--- config.mk ---
export PLATFORM = sky130hd
export DESIGN_NAME = priority_quantum_scheduler_unit_flat
export DESIGN_NICKNAME = d
export VERILOG_FILES = /design/src/sv/psq_pkg.sv /design/src/sv/psq_req_if.sv /design/src/sv/psq_rsp_if.sv /design/src/sv/priority_quantum_scheduler_unit.sv /design/src/flat_wrapper.sv
export VERILOG_INCLUDE_DIRS = /design/src /design/src/sv
export SDC_FILE = /design/constraint.sdc
export NUM_CORES = 2
export LEC_CHECK = 0
export BUFFER_PORTS_ARGS = -buffer_cell sky130_fd_sc_hd__buf_2
export CELL_PAD_IN_SITES_DETAIL_PLACEMENT = 0
export CELL_PAD_IN_SITES_GLOBAL_PLACEMENT = 1
export CORE_UTILIZATION = 52
export DETAILED_ROUTE_END_ITERATION = 10
export PLACE_DENSITY_LB_ADDON = 0.12
export SYNTH_ARGS = -nofsm -noshare
export SYNTH_HDL_FRONTEND = slang
export SYNTH_SLANG_ARGS = --single-unit
--- constraint.sdc ---
create_clock -name clock -period 12.85 [get_ports clock]
set_input_delay 0.6425 -clock clock [delete_from_list [all_inputs] [get_ports clock]]
set_output_delay 0.6425 -clock clock [all_outputs]
set_load 0.01 [all_outputs]
--- src/sv/assert_macros.svh ---
// Assertion helpers for the scheduler RTL.
`ifndef ASSERT_MACROS_SVH
`define ASSERT_MACROS_SVH
`ifndef SYNTHESIS
`define PSQ_ASSERT(label, clk, rst, prop) \
   label: assert property (@(posedge clk) disable iff (rst) prop) \
      else $error("%m: assertion failed");
`define PSQ_NEVER(label, clk, rst, cond) \
   label: assert property (@(posedge clk) disable iff (rst) !(cond)) \
      else $error("%m: forbidden condition seen");
`else
`define PSQ_ASSERT(label, clk, rst, prop)
`define PSQ_NEVER(label, clk, rst, cond)
`endif
`endif

--- src/sv/psq_pkg.sv ---
package psq_pkg;

   localparam int MAX_PROCESSES   = 16;
   localparam int TIME_BITS       = 16;
   localparam int SLOT_BITS       = $clog2(MAX_PROCESSES);

   // fixed field widths
   localparam int SLOT_FIELD_BITS = 4;
   localparam int IN_TIME_BITS    = 16;
   localparam int PRIO_BITS       = 8;
   localparam int CLOCK_BITS      = 21;
   localparam int QUANTUM_BITS    = 16;
   localparam int COUNT_BITS      = 5;

   localparam int CSR_ADDR_BITS   = 3;
   localparam int CSR_DATA_BITS   = 32;

   // shared add/subtract unit is one bit wider than its widest operand
   localparam int UNIT_BITS = ((TIME_BITS > CLOCK_BITS) ? TIME_BITS : CLOCK_BITS) + 1;

   localparam logic [CLOCK_BITS-1:0] TIME_LIMIT = '1;

   typedef enum logic {
      CMD_LOAD = 1'b0,
      CMD_STEP = 1'b1
   } command_type;

   typedef enum logic {
      REG_QUANTUM       = 1'b0,
      REG_PROCESS_COUNT = 1'b1
   } reg_index_type;

endpackage

--- src/sv/psq_req_if.sv ---
interface psq_req_if;
   logic                                 valid;
   logic                                 ready;
   logic                                 command;
   logic [psq_pkg::SLOT_FIELD_BITS-1:0]  slot;
   logic [psq_pkg::IN_TIME_BITS-1:0]     arrival;
   logic [psq_pkg::IN_TIME_BITS-1:0]     burst;
   logic [psq_pkg::PRIO_BITS-1:0]        priority_req;

   modport source (output valid, command, slot, arrival, burst, priority_req, input ready);
   modport sink   (input valid, command, slot, arrival, burst, priority_req, output ready);
endinterface

--- src/sv/psq_rsp_if.sv ---
interface psq_rsp_if;
   logic                                 valid;
   logic                                 ready;
   logic [psq_pkg::SLOT_FIELD_BITS-1:0]  slice_process;
   logic [psq_pkg::CLOCK_BITS-1:0]       slice_start;
   logic [psq_pkg::CLOCK_BITS-1:0]       slice_end;
   logic                                 finished;
   logic [psq_pkg::CLOCK_BITS-1:0]       waiting_time;
   logic [psq_pkg::CLOCK_BITS-1:0]       turnaround_time;
   logic                                 all_done;

   modport source (output valid, slice_process, slice_start, slice_end, finished,
                   waiting_time, turnaround_time, all_done, input ready);
   modport sink   (input valid, slice_process, slice_start, slice_end, finished,
                   waiting_time, turnaround_time, all_done, output ready);
endinterface

--- src/sv/priority_quantum_scheduler_unit.sv ---
// Channel   Dir  Role                       Transaction
// req       in   load slot / step command   valid & ready at rising edge
// rsp       out  one slice report per step  valid & ready at rising edge
// csr       in   APB quantum, process_count write at psel & penable & pwrite
//
// Load: accepted while idle. Step: a scan of all MAX_PROCESSES slots (one slot per
// cycle through the shared compare path), decide, then run, advance, turnaround and
// emit on the shared add/subtract unit; a step that must jump time to the next
// arrival rescans. A step with nothing pending goes from decide straight to emit.
// Reset (synchronous) sets quantum and count to 1, clears pending marks, time, state.
// A held result stalls the following step only in its emit state; loads go on.
`include "assert_macros.svh"

module priority_quantum_scheduler_unit (
   input  logic                                clock,
   input  logic                                reset,
   psq_req_if.sink                             req,
   psq_rsp_if.source                           rsp,
   input  logic                                psel,
   input  logic                                penable,
   input  logic                                pwrite,
   input  logic [psq_pkg::CSR_ADDR_BITS-1:0]   paddr,
   input  logic [psq_pkg::CSR_DATA_BITS-1:0]   pwdata,
   output logic [psq_pkg::CSR_DATA_BITS-1:0]   prdata,
   output logic                                pready
);

   localparam int NP = psq_pkg::MAX_PROCESSES;
   localparam int SB = psq_pkg::SLOT_BITS;
   localparam int TB = psq_pkg::TIME_BITS;
   localparam int CB = psq_pkg::CLOCK_BITS;
   localparam int UB = psq_pkg::UNIT_BITS;
   localparam int PB = psq_pkg::PRIO_BITS;

   typedef enum logic [6:0] {
      ST_IDLE    = 7'b0000001,
      ST_SCAN    = 7'b0000010,
      ST_DECIDE  = 7'b0000100,
      ST_RUN     = 7'b0001000,
      ST_ADVANCE = 7'b0010000,
      ST_TAT     = 7'b0100000,
      ST_EMIT    = 7'b1000000
   } state_type;

   // ---------------- configuration ----------------
   logic [psq_pkg::QUANTUM_BITS-1:0] quantum_ff;
   logic [psq_pkg::COUNT_BITS-1:0]   count_ff;
   logic                             csr_write;
   psq_pkg::reg_index_type           csr_index;

   assign pready    = 1'b1;
   assign csr_write = psel && penable && pwrite && pready;
   assign csr_index = psq_pkg::reg_index_type'(paddr[2]);

   always_ff @(posedge clock) begin
      if (reset) begin
         quantum_ff <= psq_pkg::QUANTUM_BITS'(1);
         count_ff   <= psq_pkg::COUNT_BITS'(1);
      end else if (csr_write) begin
         unique case (csr_index)
            psq_pkg::REG_QUANTUM:       quantum_ff <= pwdata[psq_pkg::QUANTUM_BITS-1:0];
            psq_pkg::REG_PROCESS_COUNT: count_ff   <= pwdata[psq_pkg::COUNT_BITS-1:0];
            default: ;
         endcase
      end
   end

   always_comb begin
      unique case (csr_index)
         psq_pkg::REG_QUANTUM:       prdata = psq_pkg::CSR_DATA_BITS'(quantum_ff);
         psq_pkg::REG_PROCESS_COUNT: prdata = psq_pkg::CSR_DATA_BITS'(count_ff);
         default:                    prdata = '0;
      endcase
   end

   // ---------------- slot tables ----------------
   logic [TB-1:0] arr_ff [NP];
   logic [TB-1:0] bur_ff [NP];
   logic [PB-1:0] pri_ff [NP];
   logic [TB-1:0] rem_ff [NP];
   logic [NP-1:0] pending_ff;

   // ---------------- sequencer registers ----------------
   state_type     state_ff, state_in;
   logic [SB-1:0] idx_ff, idx_in;
   logic [SB-1:0] sel_ff, sel_in;
   logic          found_ff, found_in;
   logic [PB-1:0] best_ff, best_in;
   logic          nfound_ff, nfound_in;
   logic [TB-1:0] next_ff, next_in;
   logic [CB-1:0] time_ff, time_in;
   logic [CB-1:0] start_ff, start_in;
   logic [CB-1:0] end_ff, end_in;
   logic [CB-1:0] tat_ff, tat_in;
   logic [TB-1:0] run_ff, run_in;
   logic          fin_ff, fin_in;

   logic                                rsp_valid_ff;
   logic [psq_pkg::SLOT_FIELD_BITS-1:0] rsp_process_ff;
   logic [CB-1:0]                       rsp_start_ff;
   logic [CB-1:0]                       rsp_end_ff;
   logic                                rsp_finished_ff;
   logic [CB-1:0]                       rsp_waiting_ff;
   logic [CB-1:0]                       rsp_turnaround_ff;
   logic                                rsp_all_done_ff;

   // ---------------- datapath ----------------
   logic                            req_fire;
   logic                            rsp_load;
   logic                            tbl_load;
   logic [SB-1:0]                   load_addr;
   logic                            rem_we;
   logic [TB-1:0]                   rem_wdata;
   logic                            pend_clear;
   logic [SB-1:0]                   rd_addr;
   logic [TB-1:0]                   rd_arr;
   logic [TB-1:0]                   rd_bur;
   logic [PB-1:0]                   rd_pri;
   logic [TB-1:0]                   rd_rem;
   logic [psq_pkg::COUNT_BITS-1:0]  active_n;
   logic [NP-1:0]                   active_mask;
   logic [psq_pkg::QUANTUM_BITS-1:0] q_eff;
   logic [UB-1:0]                   unit_a, unit_b, unit_res;
   logic                            unit_sub;
   logic                            unit_borrow;
   logic [CB-1:0]                   wt_value;

   assign req.ready = (state_ff == ST_IDLE);
   assign req_fire  = req.valid && req.ready;
   assign load_addr = SB'(req.slot);
   assign tbl_load  = req_fire && (req.command == psq_pkg::CMD_LOAD) &&
                      (32'(req.slot) < NP);

   assign active_n = (32'(count_ff) > NP) ? psq_pkg::COUNT_BITS'(NP) : count_ff;
   always_comb begin
      for (int i = 0; i < NP; i++) active_mask[i] = (i < int'(active_n));
   end

   assign q_eff = (quantum_ff == '0) ? psq_pkg::QUANTUM_BITS'(1) : quantum_ff;

   // single table read port: scan index while scanning, chosen slot afterwards
   assign rd_addr = (state_ff == ST_SCAN) ? idx_ff : sel_ff;
   assign rd_arr  = arr_ff[rd_addr];
   assign rd_bur  = bur_ff[rd_addr];
   assign rd_pri  = pri_ff[rd_addr];
   assign rd_rem  = rem_ff[rd_addr];

   // shared add/subtract unit; operands stay below its MSB, so MSB is the borrow
   assign unit_res    = unit_sub ? (unit_a - unit_b) : (unit_a + unit_b);
   assign unit_borrow = unit_res[UB-1];
   assign wt_value    = unit_borrow ? '0 : CB'(unit_res);

   always_comb begin
      state_in   = state_ff;
      idx_in     = idx_ff;
      sel_in     = sel_ff;
      found_in   = found_ff;
      best_in    = best_ff;
      nfound_in  = nfound_ff;
      next_in    = next_ff;
      time_in    = time_ff;
      start_in   = start_ff;
      end_in     = end_ff;
      tat_in     = tat_ff;
      run_in     = run_ff;
      fin_in     = fin_ff;
      unit_a     = '0;
      unit_b     = '0;
      unit_sub   = 1'b0;
      rem_we     = 1'b0;
      rem_wdata  = '0;
      pend_clear = 1'b0;
      rsp_load   = 1'b0;

      unique case (state_ff)
         ST_IDLE: begin
            if (req_fire && req.command == psq_pkg::CMD_STEP) begin
               idx_in    = '0;
               found_in  = 1'b0;
               nfound_in = 1'b0;
               state_in  = ST_SCAN;
            end
         end
         ST_SCAN: begin
            if (active_mask[idx_ff] && pending_ff[idx_ff]) begin
               if (!nfound_ff || rd_arr < next_ff) begin
                  next_in   = rd_arr;
                  nfound_in = 1'b1;
               end
               if (UB'(rd_arr) <= UB'(time_ff) && (!found_ff || rd_pri < best_ff)) begin
                  sel_in   = idx_ff;
                  best_in  = rd_pri;
                  found_in = 1'b1;
               end
            end
            if (idx_ff == SB'(NP - 1)) begin
               state_in = ST_DECIDE;
            end else begin
               idx_in = idx_ff + SB'(1);
            end
         end
         ST_DECIDE: begin
            priority if (found_ff) begin
               state_in = ST_RUN;
            end else if (nfound_ff) begin
               // nothing ready: jump to the earliest pending arrival and rescan
               if (UB'(next_ff) > UB'(time_ff)) time_in = CB'(next_ff);
               idx_in    = '0;
               found_in  = 1'b0;
               nfound_in = 1'b0;
               state_in  = ST_SCAN;
            end else begin
               sel_in   = '0;
               start_in = '0;
               end_in   = '0;
               fin_in   = 1'b0;
               state_in = ST_EMIT;
            end
         end
         ST_RUN: begin
            unit_a   = UB'(rd_rem);
            unit_b   = UB'(q_eff);
            unit_sub = 1'b1;
            start_in = time_ff;
            rem_we   = 1'b1;
            if (!unit_borrow && unit_res != '0) begin
               rem_wdata = TB'(unit_res);
               run_in    = TB'(q_eff);
               fin_in    = 1'b0;
            end else begin
               rem_wdata  = '0;
               run_in     = rd_rem;
               fin_in     = 1'b1;
               pend_clear = 1'b1;
            end
            state_in = ST_ADVANCE;
         end
         ST_ADVANCE: begin
            unit_a = UB'(time_ff);
            unit_b = UB'(run_ff);
            if (unit_res > UB'(psq_pkg::TIME_LIMIT)) begin
               time_in = psq_pkg::TIME_LIMIT;
               end_in  = psq_pkg::TIME_LIMIT;
            end else begin
               time_in = CB'(unit_res);
               end_in  = CB'(unit_res);
            end
            state_in = ST_TAT;
         end
         ST_TAT: begin
            unit_a   = UB'(end_ff);
            unit_b   = UB'(rd_arr);
            unit_sub = 1'b1;
            tat_in   = unit_borrow ? '0 : CB'(unit_res);
            state_in = ST_EMIT;
         end
         ST_EMIT: begin
            unit_a   = UB'(tat_ff);
            unit_b   = UB'(rd_bur);
            unit_sub = 1'b1;
            if (!rsp_valid_ff || rsp.ready) begin
               rsp_load = 1'b1;
               state_in = ST_IDLE;
            end
         end
         default: state_in = ST_IDLE;
      endcase
   end

   always_ff @(posedge clock) begin
      if (tbl_load) begin
         arr_ff[load_addr] <= TB'(req.arrival);
         bur_ff[load_addr] <= TB'(req.burst);
         pri_ff[load_addr] <= req.priority_req;
         rem_ff[load_addr] <= TB'(req.burst);
      end else if (rem_we) begin
         rem_ff[sel_ff] <= rem_wdata;
      end
   end

   always_ff @(posedge clock) begin
      if (reset) begin
         pending_ff <= '0;
      end else if (tbl_load) begin
         pending_ff[load_addr] <= (req.burst != '0);
      end else if (pend_clear) begin
         pending_ff[sel_ff] <= 1'b0;
      end
   end

   always_ff @(posedge clock) begin
      if (reset) begin
         state_ff <= ST_IDLE;
         time_ff  <= '0;
      end else begin
         state_ff <= state_in;
         time_ff  <= time_in;
      end
   end

   always_ff @(posedge clock) begin
      idx_ff    <= idx_in;
      sel_ff    <= sel_in;
      found_ff  <= found_in;
      best_ff   <= best_in;
      nfound_ff <= nfound_in;
      next_ff   <= next_in;
      start_ff  <= start_in;
      end_ff    <= end_in;
      tat_ff    <= tat_in;
      run_ff    <= run_in;
      fin_ff    <= fin_in;
   end

   // ---------------- result register ----------------
   always_ff @(posedge clock) begin
      if (reset) begin
         rsp_valid_ff <= 1'b0;
      end else if (rsp_load) begin
         rsp_valid_ff <= 1'b1;
      end else if (rsp.ready) begin
         rsp_valid_ff <= 1'b0;
      end
   end

   always_ff @(posedge clock) begin
      if (rsp_load) begin
         rsp_process_ff    <= psq_pkg::SLOT_FIELD_BITS'(sel_ff);
         rsp_start_ff      <= start_ff;
         rsp_end_ff        <= end_ff;
         rsp_finished_ff   <= fin_ff;
         rsp_waiting_ff    <= fin_ff ? wt_value : '0;
         rsp_turnaround_ff <= fin_ff ? tat_ff : '0;
         rsp_all_done_ff   <= ~|(pending_ff & active_mask);
      end
   end

   assign rsp.valid           = rsp_valid_ff;
   assign rsp.slice_process   = rsp_process_ff;
   assign rsp.slice_start     = rsp_start_ff;
   assign rsp.slice_end       = rsp_end_ff;
   assign rsp.finished        = rsp_finished_ff;
   assign rsp.waiting_time    = rsp_waiting_ff;
   assign rsp.turnaround_time = rsp_turnaround_ff;
   assign rsp.all_done        = rsp_all_done_ff;

   // ---------------- assertions ----------------
   `PSQ_ASSERT(a_unfinished_zero, clock, reset, rsp_valid_ff && !rsp_finished_ff |-> rsp_waiting_ff == '0 && rsp_turnaround_ff == '0)
   `PSQ_ASSERT(a_slice_order, clock, reset, rsp_valid_ff |-> rsp_end_ff >= rsp_start_ff && rsp_turnaround_ff <= rsp_end_ff && rsp_waiting_ff <= rsp_turnaround_ff)
   `PSQ_ASSERT(a_time_monotonic, clock, reset, !$past(reset) |-> time_ff >= $past(time_ff))
   `PSQ_NEVER(a_finished_still_pending, clock, reset, state_ff == ST_EMIT && fin_ff && pending_ff[sel_ff])

endmodule
--- src/flat_wrapper.sv ---
// flat-port wrapper written by rule: the top's interface ports become plain ports
module priority_quantum_scheduler_unit_flat 
  (clock, reset, psel, penable, pwrite, paddr, pwdata, prdata, pready, req_valid, req_command, req_slot, req_arrival, req_burst, req_priority_req, req_ready, rsp_valid, rsp_slice_process, rsp_slice_start, rsp_slice_end, rsp_finished, rsp_waiting_time, rsp_turnaround_time, rsp_all_done, rsp_ready);
  psq_req_if req_i ();
  psq_rsp_if rsp_i ();
  input  logic clock;
  input  logic reset;
  input  logic psel;
  input  logic penable;
  input  logic pwrite;
  input  logic [psq_pkg::CSR_ADDR_BITS-1:0] paddr;
  input  logic [psq_pkg::CSR_DATA_BITS-1:0] pwdata;
  output logic [psq_pkg::CSR_DATA_BITS-1:0] prdata;
  output logic pready;
  input wire logic [$bits(req_i.valid)-1:0] req_valid;
  input wire logic [$bits(req_i.command)-1:0] req_command;
  input wire logic [$bits(req_i.slot)-1:0] req_slot;
  input wire logic [$bits(req_i.arrival)-1:0] req_arrival;
  input wire logic [$bits(req_i.burst)-1:0] req_burst;
  input wire logic [$bits(req_i.priority_req)-1:0] req_priority_req;
  output wire logic [$bits(req_i.ready)-1:0] req_ready;
  output wire logic [$bits(rsp_i.valid)-1:0] rsp_valid;
  output wire logic [$bits(rsp_i.slice_process)-1:0] rsp_slice_process;
  output wire logic [$bits(rsp_i.slice_start)-1:0] rsp_slice_start;
  output wire logic [$bits(rsp_i.slice_end)-1:0] rsp_slice_end;
  output wire logic [$bits(rsp_i.finished)-1:0] rsp_finished;
  output wire logic [$bits(rsp_i.waiting_time)-1:0] rsp_waiting_time;
  output wire logic [$bits(rsp_i.turnaround_time)-1:0] rsp_turnaround_time;
  output wire logic [$bits(rsp_i.all_done)-1:0] rsp_all_done;
  input wire logic [$bits(rsp_i.ready)-1:0] rsp_ready;
  assign req_i.valid = req_valid;
  assign req_i.command = req_command;
  assign req_i.slot = req_slot;
  assign req_i.arrival = req_arrival;
  assign req_i.burst = req_burst;
  assign req_i.priority_req = req_priority_req;
  assign req_ready = req_i.ready;
  assign rsp_valid = rsp_i.valid;
  assign rsp_slice_process = rsp_i.slice_process;
  assign rsp_slice_start = rsp_i.slice_start;
  assign rsp_slice_end = rsp_i.slice_end;
  assign rsp_finished = rsp_i.finished;
  assign rsp_waiting_time = rsp_i.waiting_time;
  assign rsp_turnaround_time = rsp_i.turnaround_time;
  assign rsp_all_done = rsp_i.all_done;
  assign rsp_i.ready = rsp_ready;
  priority_quantum_scheduler_unit u_core (.clock(clock), .reset(reset), .req(req_i), .rsp(rsp_i), .psel(psel), .penable(penable), .pwrite(pwrite), .paddr(paddr), .pwdata(pwdata), .prdata(prdata), .pready(pready));
endmodule
==> impl_metrics.json <==
{
  "fmax_mhz": 97.18,
  "fin_skew_ns": 0.02681,
  "synth-warning-count": 0,
  "cts.path.max_buffers": 3,
  "drt_wl_total_microns": 162600,
  "met3_usage_pct": 5.696,
  "port-buffer-count": 176,
  "crit_fanout": 143,
  "hpwl_microns": 94620,
  "cap_viol_max_count": 0,
  "top_level_ports": 212,
  "min_path_type": "input pin to flop",
  "syn_to_final_growth_pct": 12.08,
  "worst_pin_slew_ns": 1.281,
  "min-delay-start": "pwdata[7]",
  "cts_made_buffers": 119,
  "die_h_microns": 319.2,
  "status": "completed",
  "vdd_ir_drop_max_v": 0.0001166,
  "top_usage_layer": "met2",
  "antenna_left": 0,
  "cts_max_level": 3,
  "grt_use_met2_pct": 49.08,
  "reg2regPathDepth": 26,
  "dieWidth_microns": 319.2,
  "synth-seq-cells": 1166,
  "path_common_cell": "nand4_1",
  "core_sq_um": 98990,
  "multiInputGateArea_sq_um": 16800,
  "grt_max_degree": 146,
  "ys_seq_area_share_pct": 65.68,
  "crit_type": "flop to flop",
  "dp_slack_ns": 2.831,
  "total_leakage_power_uw": 0.02040,
  "worst-path-buf-inv": 3,
  "initial_utilization_pct": 52.84,
  "fin_crit_ns": 10.29,
  "gr-usage-all-layers_pct": 31.51,
  "tns_ns": 0,
  "grt_pass1_wl_microns": 235800,
  "slowest_stage": "o21ai_2",
  "layout-drive-gt1-share_pct": 12.66,
  "yosys_most_used_dff": "edfxtp_1",
  "grt_pass1_vias": 34610,
  "fillers": 7992,
  "rsz0062_at_grt": "no",
  "cts_tree": "done",
  "routedWlPerCell_microns": 28.22,
  "dp.cells": 5543,
  "hold_violations": 0,
  "drt_iter0_drc": 4474,
  "cts_resized": 0,
  "globalplace.congestion": 0.9137,
  "clk_latency_ns": 0.72,
  "fin_cells": 5763,
  "start_kind": "flop",
  "slew_headroom_pct": 13.88,
  "final-seq-area_sq_um": 34350,
  "async_flop_share_pct": 0,
  "clock_sinks": 1166,
  "netlist_instances": 4280,
  "cp.required_ns": 13.30,
  "synth_edf_count": 1100,
  "num-nets-final": 4546,
  "worstReg2RegStart": "u_core.state_ff[2]$_SDFFE_PP0P_",
  "syn_area_per_cell_sq_um": 12.22,
  "routed_via_density": 6.462,
  "reg2reg_to": "u_core.run_ff[5]$_DFFE_PP_",
  "cp-end-kind": "flop",
  "power_density_nw_per_um2": 142.2,
  "cts-hold-fix-buffers": 0,
  "drt-pass1-iter-count": 8,
  "critical-path-top-delay-family": "compound AO/OA/AOI/OAI gates",
  "hold_depth": 3,
  "dr_total_vias": 37240,
  "reg2reg_slack_ns": 2.56,
  "use_met1_pct": 44.45,
  "antenna_found_initial": 16,
  "synth.distinct_cells": 89,
  "worstPathArrival_ns": 10.74,
  "drv_slew": 0,
  "overflow": 0,
  "drc_errors": 0,
  "syn_area_sq_um": 52310,
  "clock-root-buffer": "clkbuf_16",
  "min_period_over_period_pct": 80.08,
  "max_stage_delay_ns": 0.95,
  "cts.clk_slew.worst_paths_ns": 0.06,
  "die-area_sq_um": 101900,
  "std_cell_rows": 115,
  "post_cts_buffers": 0,
  "setup_violations": 0,
  "holdPathEnd": "u_core.quantum_ff[7]$_SDFFE_PP0P_",
  "setup_slack_ns": 2.560
}
==> per-layer routing <==
layer / vias up / part of all wire, % / routed length, microns
met5: - / 0.077 / 126
met4: 20 / 3.8 / 6236
met3: 337 / 9.0 / 14710
met2: 1827 / 46 / 74780
met1: 18510 / 41 / 66790
li1: 16550 / - / -
==> worst register-to-register path, stage by stage (launching register included) <==
cell and delay (ns):
dfxtp_1 0.39, or4_1 0.87, o21ai_2 0.96, nand2_4 0.36, buf_12 0.31, a211oi_1 0.35, or4_1 0.14, nand4_1 0.52
a2111oi_1 0.91, nand4_1 0.35, nor3_4 0.71, buf_4 0.36, a31oi_1 0.12, xor2_1 0.27, ha_1 0.40, o21a_1 0.15
o21ai_0 0.20, a21oi_1 0.13, o31a_1 0.28, a31oi_1 0.20, xor2_1 0.51, and2_1 0.22, nand4_1 0.10, buf_4 0.36
and3_1 0.29, a2111oi_0 0.48, nand2_1 0.09
==> cells in the mapped netlist, types with 15 or more instances <==
master,number,share of area [%]
ha_1,81,1.9
a211oi_1,57,0.82
inv_1,83,0.60
edfxtp_1,1100,63
nor2b_1,31,0.37
a21oi_1,211,2.0
o21ai_0,115,1.1
and3_1,120,1.4
buf_2,33,0.32
mux2_2,15,0.32
a211o_1,26,0.44
a311oi_1,96,1.6
o211ai_1,27,0.39
a22oi_1,28,0.40
o21a_1,23,0.33
buf_1,45,0.32
nor2_1,155,1.1
nand3_1,174,1.7
dfxtp_1,66,2.5
a21boi_0,26,0.37
a21o_1,34,0.49
nor4_1,20,0.24
clkbuf_1,227,1.6
or3_1,17,0.20
nor3_1,68,0.65
xor2_1,16,0.27
nand4_1,57,0.68
o31ai_1,34,0.49
a2111oi_0,38,0.64
buf_4,19,0.27
a31oi_1,79,0.94
and2_1,41,0.49
a222oi_1,22,0.42
mux2i_1,85,1.6
a32oi_1,16,0.27
nand2_1,768,5.5
==> cells in the final DEF (no fill, tap or decap), types with 79 or more instances in the layout <==
master / count
edfxtp_1: 1100
nand2_1: 766
a21oi_1: 207
buf_2: 176
nand3_1: 173
nor2_1: 140
clkbuf_16: 121
and3_1: 120
o21ai_0: 115
buf_4: 107
a311oi_1: 96
mux2i_1: 85
inv_1: 81
ha_1: 81
a31oi_1: 79
==> cell families after synthesis <==
kind of cell | count (synthesis) | synth area share, %
and+or+nand+nor | 1508 | 13.24
other | 2 | 0.01436
DFF | 1166 | 65.68
buffers and inverters | 410 | 3.172
xor gates and xnor gates | 29 | 0.4856
AOI/OAI and AO/OA | 973 | 13.15
muxes | 107 | 2.229
adders and majority gates | 85 | 2.033
==> state kept, by name, summed over array words and instances, names as in the netlist, 5 cells and up <==
register	count
u_core.arr_ff	256
u_core.best_ff	8
u_core.bur_ff	256
u_core.count_ff	5
u_core.end_ff	21
u_core.next_ff	16
u_core.pending_ff	16
u_core.pri_ff	128
u_core.quantum_ff	16
u_core.rem_ff	256
u_core.rsp.slice_end	21
u_core.rsp.slice_start	21
u_core.rsp.turnaround_time	21
u_core.rsp.waiting_time	21
u_core.run_ff	16
u_core.start_ff	21
u_core.state_ff	7
u_core.tat_ff	21
u_core.time_ff	21
==> how the worst max path moves through the flow <==
stage                                               start                    endpoint  slack [ns]  depth (start not counted)
after floorplan           u_core.state_ff[6]$_SDFFE_PP0P_  u_core.run_ff[7]$_DFFE_PP_        5.56                         31
after CTS                 u_core.state_ff[2]$_SDFFE_PP0P_  u_core.run_ff[8]$_DFFE_PP_        2.81                         26
after global placement    u_core.state_ff[2]$_SDFFE_PP0P_  u_core.run_ff[8]$_DFFE_PP_        2.88                         26
after global routing      u_core.state_ff[2]$_SDFFE_PP0P_  u_core.run_ff[8]$_DFFE_PP_        2.06                         27
after detailed placement  u_core.state_ff[2]$_SDFFE_PP0P_  u_core.run_ff[8]$_DFFE_PP_        2.83                         26
final                     u_core.state_ff[2]$_SDFFE_PP0P_  u_core.run_ff[5]$_DFFE_PP_        2.56                         26
==> power breakdown <==
part	total [uW]	internal [uW]	switching (uW)
clock network	3400	1930	1470
logic	726	204	522
registers	4220	4190	25.2
total	8340	6320	2020
==> area by class of cell <==
cell class	count	share of cell area, %
antenna	4	0.01707
tap	1287	2.747
inverter	85	0.5442
clock buffer	143	5.340
clock inverter	73	1.118
multi-input combinational	2719	28.66
timing repair buffer	286	2.975
sequential	1166	58.60
==> per-stage QoR <==
stage / util, % / total power [uW] / hold WS (ns) / area, sq um
6_report: 59.22 / 8337 / 0.1655 / 58630
5_1_grt: 59.22 / 8565 / 0.1371 / 58620
4_1_cts: 59.21 / 8354 / 0.1293 / 58620
3_5_place_dp: 55.39 / 5005 / 0.4045 / 54830
3_3_place_gp: 55.39 / 4997 / 0.4010 / 54830
2_1_floorplan: - / 4726 / 0.4003 / 52360
(Power assumes the default switching activity.)
